==> config.mk <==
export PLATFORM = sky130hd
export DESIGN_NAME = tone_sequence_player
export DESIGN_NICKNAME = d
export VERILOG_FILES = /design/src/hdl/tsp_pkg.sv /design/src/hdl/tsp_table.sv /design/src/hdl/tsp_core.sv /design/src/hdl/tone_sequence_player.sv
export SDC_FILE = /design/constraint.sdc
export NUM_CORES = 1
export LEC_CHECK = 0
export BUFFER_PORTS_ARGS = -buffer_cell sky130_fd_sc_hd__buf_4
export CAP_MARGIN = 15
export CORE_UTILIZATION = 60
export DETAILED_ROUTE_END_ITERATION = 8
export PLACE_DENSITY = 0.77
export SYNTH_ARGS = -nofsm -noshare
export SYNTH_HDL_FRONTEND = slang
export SYNTH_SLANG_ARGS = --single-unit
==> constraint.sdc <==
create_clock -name clk_i -period 11.6 [get_ports clk_i]
set_clock_uncertainty 0.15 [all_clocks]
set_input_delay 3.48 -clock clk_i [delete_from_list [all_inputs] [get_ports clk_i]]
set_output_delay 3.48 -clock clk_i [all_outputs]
set_load 0.005 [all_outputs]
==> src/hdl/tsp_pkg.sv <==
package tsp_pkg;

  typedef enum logic [1:0] {
    OP_TICK  = 2'd0,
    OP_WRITE = 2'd1,
    OP_PLAY  = 2'd2,
    OP_STOP  = 2'd3
  } op_e;

  // configuration register indexes
  localparam logic [1:0] CFG_ENABLED     = 2'd0;
  localparam logic [1:0] CFG_FIRST_SCALE = 2'd1;
  localparam logic [1:0] CFG_NEXT_SCALE  = 2'd2;

  localparam int unsigned IDX_W     = 4;
  localparam int unsigned COUNT_W   = 5;
  localparam int unsigned CODE_W    = 8;
  localparam int unsigned ENTRY_W   = 2 * CODE_W;
  localparam int unsigned HZ_W      = 16;
  localparam int unsigned ELAPSED_W = 13;

  localparam logic [CODE_W-1:0]    HOLD_CODE   = 8'd255;
  localparam logic [ELAPSED_W-1:0] STEP_MS     = 13'd20;
  localparam logic [ELAPSED_W-1:0] ELAPSED_MAX = 13'd8191;

  localparam logic [CODE_W-1:0] FIRST_SCALE_RST = 8'd60;
  localparam logic [CODE_W-1:0] NEXT_SCALE_RST  = 8'd75;

  typedef struct packed {
    op_e                operation;
    logic [IDX_W-1:0]   entry_index;
    logic [CODE_W-1:0]  tone_frequency_code;
    logic [CODE_W-1:0]  tone_time_code;
    logic [COUNT_W-1:0] tone_count;
    logic               repeat_flag;
  } tsp_in_t;

  typedef struct packed {
    logic [HZ_W-1:0]  tone_hz;
    logic             sound_on;
    logic             playing;
    logic [IDX_W-1:0] tone_position;
  } tsp_out_t;

  typedef struct packed {
    logic               en;
    logic [IDX_W-1:0]   idx;
    logic [ENTRY_W-1:0] data;
  } tsp_tbl_wr_t;

  typedef struct packed {
    logic              en;
    logic [1:0]        index;
    logic [CODE_W-1:0] data;
  } tsp_cfg_wr_t;

endpackage

==> src/hdl/tsp_table.sv <==
module tsp_table #(
  parameter int unsigned TABLE_DEPTH = 16
) (
  input  logic                               clk_i,
  input  tsp_pkg::tsp_tbl_wr_t               wr_i,
  input  logic [tsp_pkg::COUNT_W-1:0]        rd_idx_i,
  output logic [tsp_pkg::ENTRY_W-1:0]        rd_data_o,
  output logic [tsp_pkg::ENTRY_W-1:0]        entry0_o
);

  // the write index is four bits wide, so no more than sixteen entries can hold data
  localparam int unsigned StoreDepth = (TABLE_DEPTH < 16) ? TABLE_DEPTH : 16;
  localparam int unsigned SelW       = (StoreDepth > 1) ? $clog2(StoreDepth) : 1;

  logic [tsp_pkg::ENTRY_W-1:0] mem [StoreDepth];
  logic                        wr_hit;
  logic                        rd_hit;

  assign wr_hit = ({1'b0, wr_i.idx} < tsp_pkg::COUNT_W'(StoreDepth));
  assign rd_hit = (rd_idx_i < tsp_pkg::COUNT_W'(StoreDepth));

  always_ff @(posedge clk_i) begin
    if (wr_i.en && wr_hit) begin
      mem[wr_i.idx[SelW-1:0]] <= wr_i.data;
    end
  end

  // entries past the table read as zero
  assign rd_data_o = rd_hit ? mem[rd_idx_i[SelW-1:0]] : '0;
  assign entry0_o  = mem[0];

endmodule

==> src/hdl/tsp_core.sv <==
module tsp_core #(
  parameter int unsigned TABLE_DEPTH = 16
) (
  input  logic                          clk_i,
  input  logic                          rst_ni,
  input  logic                          fire_i,
  input  tsp_pkg::tsp_in_t              req_i,
  input  tsp_pkg::tsp_cfg_wr_t          cfg_i,
  input  logic [tsp_pkg::ENTRY_W-1:0]   tbl_rd_data_i,
  input  logic [tsp_pkg::ENTRY_W-1:0]   tbl_entry0_i,
  output logic [tsp_pkg::COUNT_W-1:0]   tbl_rd_idx_o,
  output tsp_pkg::tsp_tbl_wr_t          tbl_wr_o,
  output tsp_pkg::tsp_out_t             res_o
);

  logic                            enabled_q;
  logic [tsp_pkg::CODE_W-1:0]      first_scale_q;
  logic [tsp_pkg::CODE_W-1:0]      next_scale_q;

  logic [tsp_pkg::COUNT_W-1:0]     idx_q,     idx_d;
  logic [tsp_pkg::COUNT_W-1:0]     len_q,     len_d;
  logic                            rep_q,     rep_d;
  logic                            active_q,  active_d;
  logic [tsp_pkg::ELAPSED_W-1:0]   elapsed_q, elapsed_d;
  logic [tsp_pkg::HZ_W-1:0]        hz_q,      hz_d;
  logic                            on_q,      on_d;
  // time code of the entry now sounding
  logic [tsp_pkg::CODE_W-1:0]      tc_q,      tc_d;

  logic [tsp_pkg::COUNT_W-1:0]     nxt_idx;
  logic                            wrap;
  logic [tsp_pkg::ELAPSED_W-1:0]   el_inc;
  logic [tsp_pkg::ELAPSED_W-1:0]   limit;
  logic                            cfg_halt;

  assign nxt_idx      = idx_q + tsp_pkg::COUNT_W'(1);
  assign wrap         = (nxt_idx >= len_q);
  assign tbl_rd_idx_o = wrap ? '0 : nxt_idx;

  assign el_inc = (elapsed_q < tsp_pkg::ELAPSED_MAX) ? elapsed_q + tsp_pkg::ELAPSED_W'(1)
                                                     : elapsed_q;
  assign limit  = (tsp_pkg::ELAPSED_W'(tc_q) + tsp_pkg::ELAPSED_W'(1)) * tsp_pkg::STEP_MS;

  assign cfg_halt = cfg_i.en && (cfg_i.index == tsp_pkg::CFG_ENABLED) && !cfg_i.data[0];

  always_comb begin
    idx_d     = idx_q;
    len_d     = len_q;
    rep_d     = rep_q;
    active_d  = active_q;
    elapsed_d = elapsed_q;
    hz_d      = hz_q;
    on_d      = on_q;
    tc_d      = tc_q;
    tbl_wr_o  = '{en: 1'b0, idx: req_i.entry_index,
                  data: {req_i.tone_frequency_code, req_i.tone_time_code}};

    if (fire_i) begin
      unique case (req_i.operation)
        tsp_pkg::OP_TICK: begin
          if (active_q) begin
            elapsed_d = el_inc;
            if (tc_q != tsp_pkg::HOLD_CODE && el_inc >= limit) begin
              if (wrap && !rep_q) begin
                // end of list: park on the last entry and go silent
                idx_d    = (len_q != '0) ? len_q - tsp_pkg::COUNT_W'(1) : '0;
                on_d     = 1'b0;
                active_d = 1'b0;
              end else begin
                idx_d     = tbl_rd_idx_o;
                elapsed_d = '0;
                tc_d      = tbl_rd_data_i[tsp_pkg::CODE_W-1:0];
                if (tbl_rd_data_i[tsp_pkg::ENTRY_W-1 -: tsp_pkg::CODE_W] == '0) begin
                  on_d = 1'b0;
                end else begin
                  hz_d = tsp_pkg::HZ_W'(tbl_rd_data_i[tsp_pkg::ENTRY_W-1 -: tsp_pkg::CODE_W])
                       * tsp_pkg::HZ_W'(next_scale_q);
                  on_d = 1'b1;
                end
              end
            end
          end
        end
        tsp_pkg::OP_WRITE: begin
          tbl_wr_o.en = 1'b1;
          // keep the sounding time code in step with the table
          if ({1'b0, req_i.entry_index} == idx_q) begin
            tc_d = req_i.tone_time_code;
          end
        end
        tsp_pkg::OP_PLAY: begin
          if (enabled_q) begin
            if (req_i.tone_count == '0) begin
              on_d     = 1'b0;
              active_d = 1'b0;
            end else begin
              len_d     = (32'(req_i.tone_count) > TABLE_DEPTH)
                          ? tsp_pkg::COUNT_W'(TABLE_DEPTH) : req_i.tone_count;
              rep_d     = req_i.repeat_flag;
              idx_d     = '0;
              elapsed_d = '0;
              active_d  = 1'b1;
              tc_d      = tbl_entry0_i[tsp_pkg::CODE_W-1:0];
              if (tbl_entry0_i[tsp_pkg::ENTRY_W-1 -: tsp_pkg::CODE_W] == '0) begin
                on_d = 1'b0;
              end else begin
                hz_d = tsp_pkg::HZ_W'(tbl_entry0_i[tsp_pkg::ENTRY_W-1 -: tsp_pkg::CODE_W])
                     * tsp_pkg::HZ_W'(first_scale_q);
                on_d = 1'b1;
              end
            end
          end
        end
        tsp_pkg::OP_STOP: begin
          on_d     = 1'b0;
          active_d = 1'b0;
        end
        default: begin
          on_d = on_q;
        end
      endcase
    end

    // disabling acts as a stop
    if (cfg_halt) begin
      on_d     = 1'b0;
      active_d = 1'b0;
    end
  end

  always_ff @(posedge clk_i or negedge rst_ni) begin
    if (!rst_ni) begin
      enabled_q     <= 1'b1;
      first_scale_q <= tsp_pkg::FIRST_SCALE_RST;
      next_scale_q  <= tsp_pkg::NEXT_SCALE_RST;
    end else if (cfg_i.en) begin
      unique case (cfg_i.index)
        tsp_pkg::CFG_ENABLED:     enabled_q     <= cfg_i.data[0];
        tsp_pkg::CFG_FIRST_SCALE: first_scale_q <= cfg_i.data;
        tsp_pkg::CFG_NEXT_SCALE:  next_scale_q  <= cfg_i.data;
        default:                  enabled_q     <= enabled_q;
      endcase
    end
  end

  always_ff @(posedge clk_i or negedge rst_ni) begin
    if (!rst_ni) begin
      idx_q     <= '0;
      len_q     <= '0;
      rep_q     <= 1'b0;
      active_q  <= 1'b0;
      elapsed_q <= '0;
      hz_q      <= '0;
      on_q      <= 1'b0;
      tc_q      <= '0;
    end else begin
      idx_q     <= idx_d;
      len_q     <= len_d;
      rep_q     <= rep_d;
      active_q  <= active_d;
      elapsed_q <= elapsed_d;
      hz_q      <= hz_d;
      on_q      <= on_d;
      tc_q      <= tc_d;
    end
  end

  assign res_o = '{tone_hz: hz_d, sound_on: on_d, playing: active_d,
                   tone_position: idx_d[tsp_pkg::IDX_W-1:0]};

endmodule

==> src/hdl/tone_sequence_player.sv <==
// Channel   Direction  Handshake                 Payload
// in        request    in_valid_i / in_stall_o    in_req_i   (tsp_pkg::tsp_in_t)
// out       result     out_valid_o / out_stall_i  out_res_o  (tsp_pkg::tsp_out_t)
// cfg       write      cfg_valid_i / cfg_ready_o  cfg_index_i, cfg_data_i
//
// One request per cycle unless in_stall_o holds it; each request passes through
// the request register, then the result register. The state update of a request
// lands in the same edge as its result, so the next request sees it at once.
// Reset clears the player state and loads the scales (60, 75) and enable (1);
// the tone table is not cleared. A stalled result holds in the result register
// while one more request is taken into the request register.
module tone_sequence_player #(
  parameter int unsigned TABLE_DEPTH = 16
) (
  input  logic                       clk_i,
  input  logic                       rst_ni,
  input  logic                       in_valid_i,
  output logic                       in_stall_o,
  input  tsp_pkg::tsp_in_t           in_req_i,
  output logic                       out_valid_o,
  input  logic                       out_stall_i,
  output tsp_pkg::tsp_out_t          out_res_o,
  input  logic                       cfg_valid_i,
  output logic                       cfg_ready_o,
  input  logic [1:0]                 cfg_index_i,
  input  logic [tsp_pkg::CODE_W-1:0] cfg_data_i
);

  logic                         req_valid_q;
  tsp_pkg::tsp_in_t             req_q;
  logic                         res_valid_q;
  tsp_pkg::tsp_out_t            res_q;
  tsp_pkg::tsp_out_t            res_d;
  logic                         fire;
  tsp_pkg::tsp_cfg_wr_t         cfg_wr;
  tsp_pkg::tsp_tbl_wr_t         tbl_wr;
  logic [tsp_pkg::COUNT_W-1:0]  tbl_rd_idx;
  logic [tsp_pkg::ENTRY_W-1:0]  tbl_rd_data;
  logic [tsp_pkg::ENTRY_W-1:0]  tbl_entry0;

  // process the held request when the result register is free or draining
  assign fire       = req_valid_q && (!res_valid_q || !out_stall_i);
  assign in_stall_o = req_valid_q && !fire;

  assign cfg_ready_o = 1'b1;
  assign cfg_wr      = '{en: cfg_valid_i, index: cfg_index_i, data: cfg_data_i};

  always_ff @(posedge clk_i or negedge rst_ni) begin
    if (!rst_ni) begin
      req_valid_q <= 1'b0;
    end else if (!in_stall_o) begin
      req_valid_q <= in_valid_i;
    end
  end

  always_ff @(posedge clk_i) begin
    if (in_valid_i && !in_stall_o) begin
      req_q <= in_req_i;
    end
  end

  always_ff @(posedge clk_i or negedge rst_ni) begin
    if (!rst_ni) begin
      res_valid_q <= 1'b0;
    end else if (fire) begin
      res_valid_q <= 1'b1;
    end else if (!out_stall_i) begin
      res_valid_q <= 1'b0;
    end
  end

  always_ff @(posedge clk_i) begin
    if (fire) begin
      res_q <= res_d;
    end
  end

  assign out_valid_o = res_valid_q;
  assign out_res_o   = res_q;

  tsp_table #(
    .TABLE_DEPTH(TABLE_DEPTH)
  ) u_table (
    .clk_i    (clk_i),
    .wr_i     (tbl_wr),
    .rd_idx_i (tbl_rd_idx),
    .rd_data_o(tbl_rd_data),
    .entry0_o (tbl_entry0)
  );

  tsp_core #(
    .TABLE_DEPTH(TABLE_DEPTH)
  ) u_core (
    .clk_i         (clk_i),
    .rst_ni        (rst_ni),
    .fire_i        (fire),
    .req_i         (req_q),
    .cfg_i         (cfg_wr),
    .tbl_rd_data_i (tbl_rd_data),
    .tbl_entry0_i  (tbl_entry0),
    .tbl_rd_idx_o  (tbl_rd_idx),
    .tbl_wr_o      (tbl_wr),
    .res_o         (res_d)
  );

`ifndef NO_ASSERTIONS
  a_fire_gives_result: assert property (@(posedge clk_i) disable iff (!rst_ni)
    fire |=> res_valid_q)
    else $error("processed request produced no result");

  a_stall_needs_request: assert property (@(posedge clk_i) disable iff (!rst_ni)
    in_stall_o |-> req_valid_q)
    else $error("input stalled with no request held");

  a_blocked_request_held: assert property (@(posedge clk_i) disable iff (!rst_ni)
    (req_valid_q && !fire) |=> (req_valid_q && $stable(req_q)))
    else $error("blocked request lost or changed");
`endif

endmodule
==> results.toml <==
[floorplanning]
rows = 67
fp.dieH_um = 187
start_util_pct = 61.1
dieWidth_um = 187
fp.dieArea_um2 = 35100
core_um2 = 33700
ios = 68

[power_and_ir_drop]
leakage_nw = 8.84
powerDensity_nw_per_um2 = 252
power.share.switching_pct = 41.6
pwr-share-comb_pct = 50.7
seqPwrFrac_pct = 28.8
clockPowerShare_pct = 20.5
p_sw_w = 0.00238
internal-power_w = 0.00334
peakVddDrop_uv = 242

[sta]
min_period_ns = 8.93
tns_ns = 0
worst_pin_slew_ns = 1.05
setup_violations = 0
max_slew_margin_pct = 30.0
fin_crit_sh_pct = 77.0
maxSlewViolCount = 0
grt_setup_unrepaired = "no"
hold_viol_final = 0
fmax_ghz = 0.112

[global_routing]
grt_usage_pct = 29.1
grt_pass1_wl_um = 78100
grt_max_degree = 70
antenna_found_initial = 0
grt_overflow_total = 0
grt_pass1_vias = 14000

[clocking]
cts_max_level = 2
cts_sinks = 375
postCtsHoldBufs = 0
cts_setup_buffers = 0
cts_buffers = 39
cts_resized = 0
insertion_delay_ns = 0.56
cts_buffer_depth = 3
cts_root_buf = "clkbuf_16"
cts_tree = "built"
path_clk_slew_ns = 0.07

[cells_and_area]
diodes = 0
postLayoutCoreUtil_pct = 67.4
drive_gt1_share_pct = 13.7
syn_to_final_growth_pct = 10.2
nNetsFinal = 1967

[critical_path]
arrival_ns = 9.06
critPathCaptureType = "flop"
cp_top_family = "adder cells"
reg2reg_from = "u_core.idx_q[0]"
critPathRequiredTime_ns = 11.73
reg2regPathDepth = 30
r2r_end = "out_res_o[21]"
slowest_stage = "buf_4"
crit_top_cell = "fa_1"
start_kind = "flop"
critPathMaxStageDelay_ns = 0.55
regToRegSetupSlack_ns = 2.67
crit_type = "flop to flop"
cp_max_fo = 60
crit_buf_inv = 5

[yosys]
yosysWarningCount = 0
synth.avg_cell_area_um2 = 12.3
yosys.area.top_type_share_pct = 44.6
synth_cells = 1681
async_flop_share_pct = 18.4
synthFlopType = "edfxtp_1"
syn_nets = 1908
yosysUniqueCellTypes = 90
synthTopCellsByArea = "edfxtp_1, dfrtp_1, fa_1, ha_1, inv_1"
syn_area_um2 = 20600
synth_seq_cells = 375
yosysMostFrequentCell = "edfxtp_1"
synth_edf_count = 306
ys_seq_area_share_pct = 53.0
synth_top_area_cell = "edfxtp_1"
synth_commonest_cells = "edfxtp_1, inv_1, nand2_1"

[worst_hold_path]
hold_start = "req_q[0]"
whs_endpoint = "u_core.rep_q"
hold_depth = 1
hp-class = "flop to flop"

[flow_run]
maxCapViolations = 0

[placed_design]
place_congestion = 0.963
hpwlAfterDp_um = 35100
numPortBuffers = 66

[routing]
drc = 0
drt_iter0_drc = 1267
wl_um = 49700
vias = 13800
wire_per_inst_um = 22.4
dr.pass1.iters = 6
antenna_left = 0
vias_per_cell = 6.21

[run_status]
status = "finished, final reports clean"
==> stage by stage <==
| step | worst slack [ns] | power (W) | area, µm² | std cells | hold slack, ns |
|---|---|---|---|---|---|
| after CTS | 2.75 | 0.00575 | 22700 | 2218 | 0.355 |
| final | 2.67 | 0.00572 | 22700 | 2218 | 0.356 |
| after detailed placement | 2.77 | 0.00456 | 21500 | 2147 | 0.341 |
| after floorplan | 4.23 | 0.00379 | 20600 | 1681 | 0.305 |
| after global placement | 2.91 | 0.00449 | 21500 | 2147 | 0.328 |
| after global routing | 2.22 | 0.00614 | 22700 | 2218 | 0.371 |
==> layer usage <==
metal / up-vias / part of all wire (%) / track usage (%)
met2: 582 / 48 / 48.5
met1: 6814 / 41 / 39.0
met3: 101 / 6.9 / 4.05
li1: 6270 / - / -
met5: - / 0 / 0
met4: 0 / 3.2 / 10.9
==> worst max-delay path by stage <==
stage,start,endpoint,cells after the start
finish,u_core.idx_q[0],out_res_o[21],30
global route,u_core.idx_q[0],out_res_o[21],30
CTS,u_core.idx_q[0],out_res_o[21],30
detailed placement,u_core.idx_q[0],out_res_o[21],30
global placement,u_core.idx_q[0],out_res_o[21],30
floorplan,u_core.idx_q[0],out_res_o[21],29
==> power by group through the flow <==
stage	Clock, W	Sequential, W	Combinational, W
after floorplan	0	0.00164	0.00216
after global placement	0	0.00167	0.00282
after detailed placement	0	0.00167	0.00288
after CTS	0.00119	0.00165	0.00291
after global routing	0.00124	0.00166	0.00325
final	0.00117	0.00165	0.00290
==> placed cells by master, fill, tap and decap left out, types with 51 or more instances in the layout <==
cell type / instances
inv_1: 157
dfrtp_1: 60
and2_1: 52
nor3_1: 51
edfxtp_1: 306
a21oi_1: 70
fa_1: 73
buf_4: 95
ha_1: 111
nor2_1: 89
nand2_1: 140
==> layout make-up <==
| class | instances | area [µm²] |
|---|---|---|
| clock buffers | 55 | 1040 |
| clock inverters | 16 | 140 |
| fillers | 2495 | 11000 |
| inverters | 159 | 597 |
| multi-input cells | 1070 | 8730 |
| flip-flops and latches | 375 | 10900 |
| well taps | 448 | 561 |
| repair buffers | 95 | 713 |
==> sequential cells by signal, summed over array words and instances (netlist names) <==
name / flops
out_res_o: 22
out_valid_o: 1
req_q: 28
req_valid_q: 1
u_core.active_q: 1
u_core.elapsed_q: 13
u_core.enabled_q: 1
u_core.first_scale_q: 8
u_core.hz_q: 16
u_core.idx_q: 5
u_core.len_q: 5
u_core.next_scale_q: 8
u_core.on_q: 1
u_core.rep_q: 1
u_core.tc_q: 8
u_table.mem: 256
==> worst register-to-register path: cells and delay by family (launching register included) <==
kind / cells / cell delay (ns)
adder cells (fa/ha/maj): 7 / 3.10
AO/OA/AOI/OAI: 11 / 2.52
buffers and inverters: 5 / 1.14
AND/OR/NAND/NOR: 5 / 0.93
XOR/XNOR: 2 / 0.48
flip-flops: 1 / 0.32
==> cells by family after synthesis <==
logic type	Yosys count	share of synthesized area, %
compound gates	360	13.6
xor+xnor	52	2.25
fa+ha+maj	184	13.8
buf+inv	236	4.88
flops	375	53.0
mux	47	2.45
other cells	1	0.0182
simple gates	426	9.92
No activity file was read; power rests on OpenSTA's default activity.
